==> src/rtl/l2pe_pkg.sv <==
// Shared types and constants for the 2D lattice partial Euclid reducer.
`timescale 1ns / 1ps
package l2pe_pkg;

    localparam int IO_WIDTH = 32;

    localparam logic [1:0] ERR_OK   = 2'd0;
    localparam logic [1:0] ERR_DIV0 = 2'd1;
    localparam logic [1:0] ERR_ITER = 2'd2;
    localparam logic [1:0] ERR_OVF  = 2'd3;

    // Datapath operations issued by the controller
    typedef enum logic [3:0] {
        OP_NONE,
        OP_LOAD,
        OP_PREP,
        OP_DIV_START,
        OP_MUL1,
        OP_MUL2,
        OP_UPDATE,
        OP_FIX,
        OP_SWAP,
        OP_NORM,
        OP_FQ_PREP,
        OP_FQ_MUL1,
        OP_FQ_MUL2,
        OP_FQ_CAND,
        OP_FQ_PICK
    } dp_op_t;

    typedef struct packed {
        dp_op_t op;
    } dp_cmd_t;

    typedef struct packed {
        logic       div_busy;
        logic       ovf;
        logic       res_ovf;
        logic       in_ovf;
        logic       reduced;
        logic       div_zero;
        logic       stop;
        logic       fq_zero;
        logic       fq_div0;
    } dp_stat_t;

endpackage

==> src/rtl/l2pe_ctrl.sv <==
// Controller: sequences the exchange loop, final step and result handshake.
`timescale 1ns / 1ps
module l2pe_ctrl
    import l2pe_pkg::*;
#(
    parameter int MAX_STEPS = 255
)
(
    input  logic       clk,
    input  logic       rst_n,
    input  logic       in_valid,
    output logic       in_stall,
    output logic       out_valid,
    input  logic       out_stall,
    input  dp_stat_t   stat,
    output dp_cmd_t    cmd,
    output logic       sel_in,
    output logic [7:0] steps,
    output logic [1:0] err
);

    localparam int SW = $clog2(MAX_STEPS + 1);

    localparam logic [3:0] S_IDLE  = 4'd0;
    localparam logic [3:0] S_PREP  = 4'd1;
    localparam logic [3:0] S_CHK   = 4'd2;
    localparam logic [3:0] S_DIV   = 4'd3;
    localparam logic [3:0] S_WAIT  = 4'd4;
    localparam logic [3:0] S_MUL1  = 4'd5;
    localparam logic [3:0] S_MUL2  = 4'd6;
    localparam logic [3:0] S_UPD   = 4'd7;
    localparam logic [3:0] S_FIX   = 4'd8;
    localparam logic [3:0] S_SWAP  = 4'd9;
    localparam logic [3:0] S_NORM  = 4'd10;
    localparam logic [3:0] S_FQP   = 4'd11;
    localparam logic [3:0] S_FQW   = 4'd12;
    localparam logic [3:0] S_FQM   = 4'd13;
    localparam logic [3:0] S_FQC   = 4'd14;
    localparam logic [3:0] S_FIN   = 4'd15;

    logic [3:0]    st_reg, st_next;
    logic [SW-1:0] cnt_reg, cnt_next;
    logic [1:0]    err_reg, err_next;
    logic          sel_reg, sel_next;
    logic          ov_reg, ov_next;
    logic          fq_reg, fq_next;
    logic [1:0]    sub_reg, sub_next;

    always_comb
    begin
        st_next = st_reg; cnt_next = cnt_reg; err_next = err_reg;
        sel_next = sel_reg; ov_next = ov_reg; fq_next = fq_reg; sub_next = sub_reg;
        cmd.op = OP_NONE;
        if (ov_reg && !out_stall) ov_next = 1'b0;
        unique case (st_reg)
            S_IDLE:
            begin
                if (in_valid && !ov_reg)
                begin
                    cmd.op = OP_LOAD; cnt_next = '0; err_next = ERR_OK;
                    sel_next = 1'b0; st_next = S_PREP;
                end
            end
            S_PREP:
            begin
                if (stat.in_ovf)
                begin
                    err_next = ERR_OVF; sel_next = 1'b1; st_next = S_FIN;
                end
                else
                begin
                    cmd.op = OP_PREP; st_next = S_CHK;
                end
            end
            S_CHK:
            begin
                if (stat.reduced) st_next = S_FIN;
                else if (stat.ovf)
                begin
                    err_next = ERR_OVF; sel_next = 1'b1; st_next = S_FIN;
                end
                else if (cnt_reg >= SW'(MAX_STEPS))
                begin
                    err_next = ERR_ITER; sel_next = 1'b1; st_next = S_FIN;
                end
                else
                begin
                    cnt_next = cnt_reg + 1'b1; st_next = S_DIV;
                end
            end
            S_DIV:
            begin
                cmd.op = OP_DIV_START; st_next = S_WAIT; sub_next = 2'd0;
            end
            S_WAIT:
            begin
                // Divide by zero on the y branch
                if (stat.div_zero)
                begin
                    err_next = ERR_DIV0; sel_next = 1'b1; st_next = S_FIN;
                end
                else if (sub_reg == 2'd0) sub_next = 2'd1;
                else if (!stat.div_busy) st_next = S_MUL1;
            end
            S_MUL1: begin cmd.op = OP_MUL1; st_next = S_MUL2; end
            S_MUL2: begin cmd.op = OP_MUL2; st_next = S_UPD; end
            S_UPD:  begin cmd.op = OP_UPDATE; st_next = S_FIX; end
            S_FIX:  begin cmd.op = OP_FIX; st_next = S_SWAP; end
            S_SWAP:
            begin
                if (stat.ovf)
                begin
                    err_next = ERR_OVF; sel_next = 1'b1; st_next = S_FIN;
                end
                else
                begin
                    cmd.op = OP_SWAP; st_next = S_NORM; fq_next = 1'b0;
                end
            end
            S_NORM:
            begin
                if (!fq_reg)
                begin
                    // Loop again unless the stop test held
                    if (stat.stop)
                    begin
                        cmd.op = OP_NORM; fq_next = 1'b1;
                    end
                    else st_next = S_CHK;
                end
                else
                begin
                    if (stat.ovf)
                    begin
                        err_next = ERR_OVF; sel_next = 1'b1; st_next = S_FIN;
                    end
                    else
                    begin
                        cmd.op = OP_FQ_PREP; st_next = S_FQP;
                    end
                end
            end
            S_FQP:
            begin
                if (stat.fq_zero) st_next = S_FIN;
                else if (stat.ovf)
                begin
                    err_next = ERR_OVF; sel_next = 1'b1; st_next = S_FIN;
                end
                else if (stat.fq_div0)
                begin
                    err_next = ERR_DIV0; sel_next = 1'b1; st_next = S_FIN;
                end
                else st_next = S_FQW;
            end
            S_FQW:
            begin
                if (!stat.div_busy)
                begin
                    cmd.op = OP_FQ_MUL1; st_next = S_FQM;
                end
            end
            S_FQM:  begin cmd.op = OP_FQ_MUL2; st_next = S_FQC; end
            S_FQC:
            begin
                if (sub_reg != 2'd3)
                begin
                    cmd.op = OP_FQ_CAND; sub_next = 2'd3;
                end
                else
                begin
                    cmd.op = OP_FQ_PICK; st_next = S_FIN; fq_next = 1'b0;
                end
            end
            S_FIN:
            begin
                // Final range check, then hand the word to the output
                if (!fq_reg)
                begin
                    fq_next = 1'b1;
                end
                else
                begin
                    if (err_reg == ERR_OK && (stat.ovf || stat.res_ovf))
                    begin
                        err_next = ERR_OVF; sel_next = 1'b1;
                    end
                    ov_next = 1'b1; st_next = S_IDLE; fq_next = 1'b0;
                end
            end
            default: st_next = S_IDLE;
        endcase
    end

    always_ff @(posedge clk or negedge rst_n)
    begin
        if (!rst_n)
        begin
            st_reg <= S_IDLE; cnt_reg <= '0; err_reg <= ERR_OK;
            sel_reg <= 1'b0; ov_reg <= 1'b0; fq_reg <= 1'b0; sub_reg <= 2'd0;
        end
        else
        begin
            st_reg <= st_next; cnt_reg <= cnt_next; err_reg <= err_next;
            sel_reg <= sel_next; ov_reg <= ov_next; fq_reg <= fq_next; sub_reg <= sub_next;
        end
    end

    assign in_stall  = (st_reg != S_IDLE) || ov_reg;
    assign out_valid = ov_reg;
    assign sel_in    = sel_reg;
    assign err       = err_reg;
    assign steps     = (cnt_reg > SW'(255)) ? 8'd255 : 8'(cnt_reg);

endmodule

==> config.mk <==
export PLATFORM = sky130hd
export DESIGN_NAME = l2pe_ctrl
export DESIGN_NICKNAME = d
export VERILOG_FILES = /design/src/rtl/l2pe_pkg.sv /design/src/rtl/l2pe_ctrl.sv
export SDC_FILE = /design/constraint.sdc
export NUM_CORES = 1
export LEC_CHECK = 0
export BUFFER_PORTS_ARGS = -buffer_cell sky130_fd_sc_hd__buf_2
export CAP_MARGIN = 30
export CORE_MARGIN = 2
export CORE_UTILIZATION = 55
export DETAILED_ROUTE_END_ITERATION = 8
export PLACE_DENSITY = 0.8
export SLEW_MARGIN = 15
export SYNTH_ARGS = -nofsm -noshare
export SYNTH_HDL_FRONTEND = slang
export SYNTH_SLANG_ARGS = --single-unit
==> constraint.sdc <==
create_clock -name clk -period 4.95 [get_ports clk]
set_input_delay 0.495 -clock clk [delete_from_list [all_inputs] [get_ports clk]]
set_output_delay 0.495 -clock clk [all_outputs]
set_load 0.05 [all_outputs]
==> Yosys cells after proc, flatten, opt, wreduce, memory -nomap -nowiden <==
Cells that the tools add are included.
{ "word_totals": {"register_bits": 19, "latch_bits": 0, "mem_bits_rw": 0, "mem_bits_ro": 0, "output_inout_bits": 17, "mem_count": 0} }
{ "classes": {"addsub": 1, "multipliers": 0, "div": 0, "order_cmp": 2, "n_eq_ne": 37, "shift": 0, "n_mux": 75, "bitwise": 0, "reduce_logical": 20} }
{ "ops": {"columns": ["cell", "n"], "rows": [
  ["4-bit two-way mux", 18],
  ["4-bit case mux with 16 select lines", 1],
  ["4-bit case mux with 12 select lines", 1],
  ["2-bit two-way mux", 21],
  ["8-bit two-way mux", 5],
  ["2-bit != test (second input constant)", 17],
  ["4-bit == test (second input constant)", 8],
  ["1-bit two-way mux", 22],
  ["4-bit by 3-bit == test with 1-bit output (second input constant)", 4],
  ["2-bit case mux with 8 select lines", 1],
  ["8-bit case mux with 2 select lines", 1],
  ["3-bit != test (second input constant)", 5],
  ["11-bit AND reduction", 1],
  ["8-bit by 1-bit adder with 8-bit output (second input constant)", 1],
  ["4-bit by 2-bit == test with 1-bit output (second input constant)", 2],
  ["8-bit >= comparator (second input constant)", 1],
  ["8-bit greater-than comparator (second input constant)", 1],
  ["1-bit case mux with 8 select lines", 1],
  ["4-bit nonzero test", 2],
  ["8-bit nonzero test", 1],
  ["7-bit AND reduction", 1],
  ["3-bit two-way mux", 2],
  ["2-bit case mux with 3 select lines", 1],
  ["5-bit AND reduction", 1],
  ["11 further kinds", 16]
]} }

==> Logic depth before layout (Yosys ltp) <==
Gate-level depths: netlist (run 1).
{ "depth": {"word_depth": 5, "mapped_depth": 8, "mapped_depth_nobuf": 7} }

==> Least setup slack after synthesis (run 1) <==
No wires, ideal clock.
{ "synth_path": {"path_type": "flip-flop to output port", "from": "register st_reg[3]", "to": "output cmd[0] in the netlist's numbering", "arrival_ps": 2319, "required_time_ps": 4455, "slack_ps": 2136, "stages_incl_launch_ff": 6, "path_buffers": 3, "path_cell_list": "dfrtp_1 -> buf_2 -> clkbuf_1 -> buf_1 -> o21ai_0 -> o21ai_0"} }
{ "synth_rtl": {"columns": ["element", "line_no", "rtl"], "rows": [
  ["start: declaration", "l2pe_ctrl.sv:41", "logic [3:0] st_reg, st_next;"],
  ["start signal: assignment", "l2pe_ctrl.sv:204", "st_reg <= st_next; cnt_reg <= cnt_next; err_reg <= err_next;"],
  ["end: declaration", "l2pe_ctrl.sv:16", "output dp_cmd_t cmd,"]
]} }

==> results by group, run 1 <==
Run
  • Max capacitance violation total: 0

Min path
  • Worst hold-check path type: in2async

Power and ir drop
  • Areal power density over the cells: 681 nW/µm²
  • Peak ir drop on the vdd network: 0.567 mV
  • Reported leakage power: 0.781 nW

Route
  • Detailed-route via count: ~1600
  • Wire length reported by the detailed router: ~4.2 mm
  • Drt first pass iters: 5
  • Routed wl met3: between 400 and 500 µm
  • DR vias/cell: between 6 and 7
  • WL met1: 1.78 mm
  • Drt first-iter violations: 145
  • Met2 routed WL: approximately 2 mm
  • Post-detailed-route DRC marker count: 0
  • Antenna Nets Post-Route: 0
  • Top layer used by detailed routing: met4
  • WL/cell: ~17 µm

Clock tree
  • Max Root-Sink Buffers: 2
  • Root buf cell: clkbuf_4
  • Number of H-tree levels: 1
  • Worst-path clk slew: about 0.13 ns
  • Clock sink total: 19
  • Cts bufs inserted: 3
  • Latest clock arrival within the worst-skew pair: 0.31 ns
  • TritonCTS clock tree: yes
  • Count of instances resized after the clock tree is built: 0
  • Post CTS Setup Buffer Count: 0
  • CTS Hold Bufs: 0

Floorplan
  • Core Region: around 2700 µm²
  • Row cnt: 19
  • DIE WIDTH: 57.6 µm
  • Overall die area: between 3000 and 4000 µm²
  • Top Ports: 30
  • Initial Utilization: between 50% and 60%
  • Height of the die: about 58 µm

Cells and area
  • Fin nets: ~230
  • Layout fillers: roughly 250
  • Most common cell after layout, fill and taps aside: buf_2
  • Antenna cell count: 0
  • Commonest cells after routing, fill and taps aside: 29 x buf_2, 23 x nor2_1, 21 x a21oi_1
  • Number of standard cells in the layout, taps in and fillers out: 250
  • P&R area growth vs syn: 10.5%
  • Max FFs per register: 8
  • Utilization after layout: roughly 64%
  • Share of layout cells above drive strength 1: approximately 21%

Logic synthesis
  • Synth Area in XOR/XNOR: approximately 2.8%
  • Library cells used by synthesis: between 50 and 60
  • Total of warnings raised by yosys: 0
  • Number of flops mapped to enable cells by yosys: 0
  • Number of synthesized register bits: 19
  • Fraction of the yosys area taken by sequential cells: 30.1%
  • Synthesized-area fraction occupied by ao, oa, aoi and oai cells: a little under a third
  • Number of nets produced by synthesis: 213
  • Synthesized netlist cell count: approximately 200
  • Post-synthesis average cell area: between 7 and 8 µm²
  • Syn Std Cell Area: approximately 1600 µm²
  • Post-synthesis share of cell area spent on and, or, nand and nor gates: between 20 and 30%
  • Mux contribution to synthesized area: approximately 2.1%
  • Main flop type after synthesis: dfrtp_1
  • Share of flip-flops with an asynchronous set or reset after synthesis: 100%
  • Adder-Cell Fraction of Synth Area: less than 1%
  • Dominant combinational cell family by area after synthesis: compound AO/OA/AOI/OAI gates

Global routing
  • Total global routing track utilization: between 20% and 30%
  • Maximum number of pins on one net before global-route repair: 33
  • Initial antenna violation count: 0
  • Global-route wire length before repair: between 6 and 7 mm
  • Global route overflow: 0
  • Number of global-route vias before repair: 1450

STA
  • Worst hold-check slack: between 0.1 and 0.15 ns
  • Final worst path period share: 59.2%
  • RSZ-0062 raised after global routing: no
  • Period minus WS final: slightly below 3 ns
  • Final-report max-slew violation count: 0
  • Slew at the pin closest to its max-slew limit: about 0.95 ns
  • Final Setup Violations: 0
  • F_max: around 340 MHz
  • Slew headroom: between 30% and 40%
  • Hold Vio Cnt, Final: 0
  • Final clock skew: 0.00987 ns
  • Setup TNS after final layout: 0 ns

Setup path
  • Type of element capturing the critical path: output port
  • Critical register-to-register path startpoint: st_reg[2]
  • Cells on worst reg2reg path: 6
  • WP data required: 4.45 ns
  • Worst Setup Path Type: reg2out
  • Register-to-register setup slack: approximately 2.4 ns
  • Signal arrival time at the worst endpoint: ~2.4 ns
  • Category of the worst setup path launch point: flop
  • Critical register-to-register path endpoint: err[0]
  • Maximum fanout count along the critical path: 30

Status
  • Outcome: completed

Placed design
  • Port Buffer Count: 29
  • Post-placement cell count: about 250
  • Placed wire-length estimate after detailed placement: 2.97 mm
  • Final weighted congestion of routability-driven global placement: 0.936
## layer usage
layer | vias up | global-route usage [%]
li1 | 776 | -
met1 | 758 | 38.9
met2 | 104 | 41.1
met3 | 9 | 2.27
met4 | 0 | 7.97
met5 | - | 0
## power breakdown
group	internal (mW)	switching [mW]	total [mW]	leakage (nW)
Combinational	0.268	0.515	0.783	0.523
Clock	0.0308	0.0548	0.0857	0.0139
Sequential	0.202	0.117	0.320	0.245
Total	0.501	0.687	1.19	0.781
## area by class of cell
type                    count  area, µm²  share of cell area (%)
multi-input cells         161       1020                    58.3
flip-flops and latches     19        475                    27.3
repair buffers             31        168                    9.61
clock buffers               3       22.5                    1.29
well taps                  31       38.8                    2.22
clock inverters             1       7.51                   0.430
inverters                   4       15.0                   0.861
## cells in the mapped netlist (2+ instances only)
library cell,instances,area [µm²]
a211oi_1,2,15.0
a21o_1,2,15.0
a21oi_1,21,105
a221oi_1,2,17.5
a22oi_1,2,15.0
a31oi_1,3,18.8
and2_1,2,12.5
and4_1,2,17.5
buf_1,4,15.0
buf_2,6,30.0
clkbuf_1,4,15.0
dfrtp_1,19,475
inv_1,3,11.3
mux2_1,2,22.5
nand2_1,11,41.3
nand2b_1,11,68.8
nand3_1,3,15.0
nand4_1,2,12.5
nand4_2,2,25.0
nor2_1,23,86.3
nor2b_1,6,37.5
nor3_1,4,20.0
o2111ai_1,2,17.5
o211ai_1,3,22.5
o21ai_0,16,80.1
o22ai_1,2,12.5
o31ai_1,4,30.0
or3_1,3,18.8
xor2_1,4,35.0
## how the worst max path moves through the flow
stage	cells after the start	slack [ns]	end	startpoint
floorplan	5	2.14	cmd[0]	st_reg[3]
CTS	5	1.95	cmd[3]	st_reg[1]
finish	6	2.02	cmd[0]	st_reg[2]
detailed placement	5	2.30	cmd[3]	st_reg[1]
global placement	5	2.34	cmd[3]	st_reg[1]
global route	6	1.89	cmd[0]	st_reg[2]
## worst max-delay path, cell delays in order, from the launching register on
cell	delay, ns
dfrtp_1	0.99
inv_1	0.35
a21oi_1	0.22
nor2_1	0.07
o21ai_0	0.16
o21ai_0	0.11
buf_2	0.22
## cells by family after synthesis
kind of cell | count (synthesis)
compound gates | 73
xor+xnor | 5
fa+ha+maj | 1
buf+inv | 19
flops | 19
mux | 3
simple gates | 79
## through the flow
step	cell area (µm²)	worst slack, ns	power [mW]
floorplan	1580	2.14	0.924
global placement	1700	2.34	1.05
detailed placement	1700	2.30	1.07
CTS	1730	1.95	1.16
global route	1740	1.89	1.27
finish	1740	2.02	1.19
Note: power is estimated with default switching activity, not from simulation.
==> run 2: changes to the inputs <==
--- a/config.mk
+++ b/config.mk
@@ -8,9 +8,9 @@
 export BUFFER_PORTS_ARGS = -buffer_cell sky130_fd_sc_hd__buf_2
 export CAP_MARGIN = 30
 export CORE_MARGIN = 2
-export CORE_UTILIZATION = 55
+export CORE_UTILIZATION = 50
 export DETAILED_ROUTE_END_ITERATION = 8
-export PLACE_DENSITY = 0.8
+export PLACE_DENSITY = 0.77
 export SLEW_MARGIN = 15
 export SYNTH_ARGS = -nofsm -noshare
 export SYNTH_HDL_FRONTEND = slang
==> constraint.sdc (replaced) <==
create_clock -name clk -period 2.5 [get_ports clk]
set_input_delay 0.25 -clock clk [delete_from_list [all_inputs] [get_ports clk]]
set_output_delay 0.25 -clock clk [all_outputs]
set_load 0.05 [all_outputs]
==> run 2 against run 1 <==
  * Die area rose by 9.3%
  * Via count fell by 1.5%
  * Routed wire length rose by 0.78%
  * Critical path depth did not move
  * Critical path type unchanged
  * Largest cell class unchanged
==> results by group, run 2 (synthesized netlist as in run 1, its figures left out) <==
Cells and area
  • Utilization after layout: 60.4% (-3.4 points)
  • P&R area growth vs syn: 15.8%
  • Most common cell after layout, fill and taps aside: buf_2
  • Fin nets: 244 (+4.3%)
  • Antenna cell count: 0 (unchanged)
  • Cell area after layout: 1830 µm² (+4.8%)
  • Share of layout cells above drive strength 1: 24.5% (+3.0 points)
  • Commonest cells after routing, fill and taps aside: 29 x buf_2, 23 x nor2_1, 21 x a21oi_1
  • Max FFs per register: 8 (unchanged)
  • Number of standard cells in the layout, taps in and fillers out: 273 (+9.2%)

STA
  • Period minus WS final: between 2 and 2.5 ns
  • Final-report max-slew violation count: 0 (unchanged)
  • Final clock skew: 0.000421 ns (-0.00945 ns)
  • Hold Vio Cnt, Final: 0 (unchanged)
  • Final worst path period share: roughly 93%
  • F_max: between 400 and 500 MHz
  • RSZ-0062 raised after global routing: no
  • Final Setup Violations: 0 (unchanged)
  • Setup TNS after final layout: 0 ns (unchanged)
  • Slew headroom: 58.0% (+21 points)
  • Slew at the pin closest to its max-slew limit: 0.629 ns (-0.317 ns)

Clock tree
  • Max Root-Sink Buffers: 2 (unchanged)
  • Root buf cell: clkbuf_4
  • Worst-path clk slew: 0.10 ns (-0.03 ns)
  • Cts bufs inserted: 3 (unchanged)
  • TritonCTS clock tree: yes
  • Post CTS Setup Buffer Count: 0 (unchanged)
  • Latest clock arrival within the worst-skew pair: 0.29 ns (-0.02 ns)
  • Clock sink total: 19 (unchanged)
  • Number of H-tree levels: 1 (unchanged)

Route
  • Post-detailed-route DRC marker count: 0 (unchanged)
  • Drt first-iter violations: 130 (-10%)
  • Wire length reported by the detailed router: 4.24 mm (+0.78%)
  • Drt first pass iters: 4 (-1)
  • WL/cell: 15.5 µm (-7.7%)
  • DR vias/cell: 5.94 (-9.8%)
  • Antenna Nets Post-Route: 0 (unchanged)
  • Detailed-route via count: 1622 (-1.5%)

Placed design
  • Post-placement cell count: 268 (+9.4%)
  • Placed wire-length estimate after detailed placement: 3.24 mm (+9.2%)
  • Cell area after placement: 1790 µm² (+5.4%)
  • Final weighted congestion of routability-driven global placement: 1.03 (+10%)
  • Port Buffer Count: 29 (unchanged)

Global routing
  • Global route overflow: 0 (unchanged)
  • Initial antenna violation count: 0 (unchanged)
  • Number of global-route vias before repair: 1493 (+3.0%)
  • Total global routing track utilization: 25.5% (-0.85 points)
  • Maximum number of pins on one net before global-route repair: 21 (-36%)
  • Global-route wire length before repair: 7.02 mm (+2.4%)

Floorplan
  • Top Ports: 30 (unchanged)
  • Initial Utilization: 52.1% (-5.6 points)
  • Height of the die: 60.2 µm (+4.5%)
  • DIE WIDTH: 60.2 µm (+4.5%)
  • Core Region: 3030 µm² (+11%)
  • Row cnt: 20 (+1)
  • Overall die area: 3620 µm² (+9.3%)

Min path
  • Worst hold-check path type: in2reg

Setup path
  • Signal arrival time at the worst endpoint: 2.07 ns (-0.36 ns)
  • Type of element capturing the critical path: output port
  • Worst Setup Path Type: reg2out
  • WP data required: 2.25 ns (-2.20 ns)
  • Maximum fanout count along the critical path: 15 (-50%)
  • Category of the worst setup path launch point: flop

Power and ir drop
  • Reported leakage power: 0.826 nW (+5.8%)
  • Peak ir drop on the vdd network: 0.679 mV (+20%)
  • Areal power density over the cells: 1310 nW/µm² (+93%)

Run
  • Max capacitance violation total: 0 (unchanged)

Status
  • Outcome: completed
-- run 2: cell types whose count changed in the layout (fill, tap and decap cells not counted) --
cell | before | now
clkbuf_1 | 0 | 1
clkinvlp_4 | 1 | 0
buf_8 | 1 | 0
dlygate4sd3_1 | 0 | 1
buf_4 | 1 | 11
dfrtp_2 | 0 | 1
dfrtp_1 | 19 | 18
o21ai_1 | 1 | 2
o21ai_0 | 16 | 15
-- run 2: critical path: stages, from the launching register on --
cell	delay, ns
dfrtp_1	0.41
buf_4	0.20
buf_4	0.19
nand2b_1	0.17
or3_1	0.38
a31oi_1	0.16
buf_2	0.28
-- run 2: timing repair --
action                                  4_1_cts  5_1_grt
resized for setup                             0        1
endpoints found under the hold margin        19        0
hold buffers                                  1        0
endpoints found under the setup margin        0        1
-- run 2: final timing paths --
check / depth (start not counted) / end / start / slack (ns)
setup / recovery: 6 / cmd[1] / st_reg[0] / 0.18
hold / removal: 2 / out_valid / out_stall / 0.19
setup reg to reg: 6 / err[0] / st_reg[1] / 0.24
hold reg to reg: 1 / err[1] / err[1] / 0.53
max in group asynchronous: 2 / st_reg[3] / rst_n / 1.77
min in group asynchronous: 2 / out_valid / rst_n / 0.41
-- run 2: report_power, final --
part | total [mW] | internal [mW] | switching (mW) | leakage, nW
clock | 0.151 | 0.0620 | 0.0889 | 0.0150
combinational | 1.64 | 0.592 | 1.05 | 0.568
sequential | 0.606 | 0.404 | 0.202 | 0.244
-- run 2: cell type report --
class	instances	area [µm²]
Tap cell	44	55.1
Clock buffer	4	26.3
Inverter	4	15.0
Multi-Input combinational cell	161	1020
Fill cell	279	1200
Sequential cell	19	477
Timing Repair Buffer	41	238
-- run 2: metrics by stage --
step	power (mW)	hold WS, ns	setup WS (ns)
3_3_place_gp	2.23	0.208	0.343
2_1_floorplan	1.83	-0.0456	0.162
5_1_grt	2.60	0.186	0.0457
3_5_place_dp	2.23	0.208	0.314
4_1_cts	2.39	0.185	0.0863
6_report	2.40	0.194	0.179
-- run 2: per-layer routing --
metal  part of all wire (%)  global-route usage [%]  vias up
li1                       -                       -      796
met1                     45                    34.1      753
met2                     47                    41.3       69
met3                    7.2                    4.76        4
met4                    1.0                    8.25        0
met5                      0                       0        -
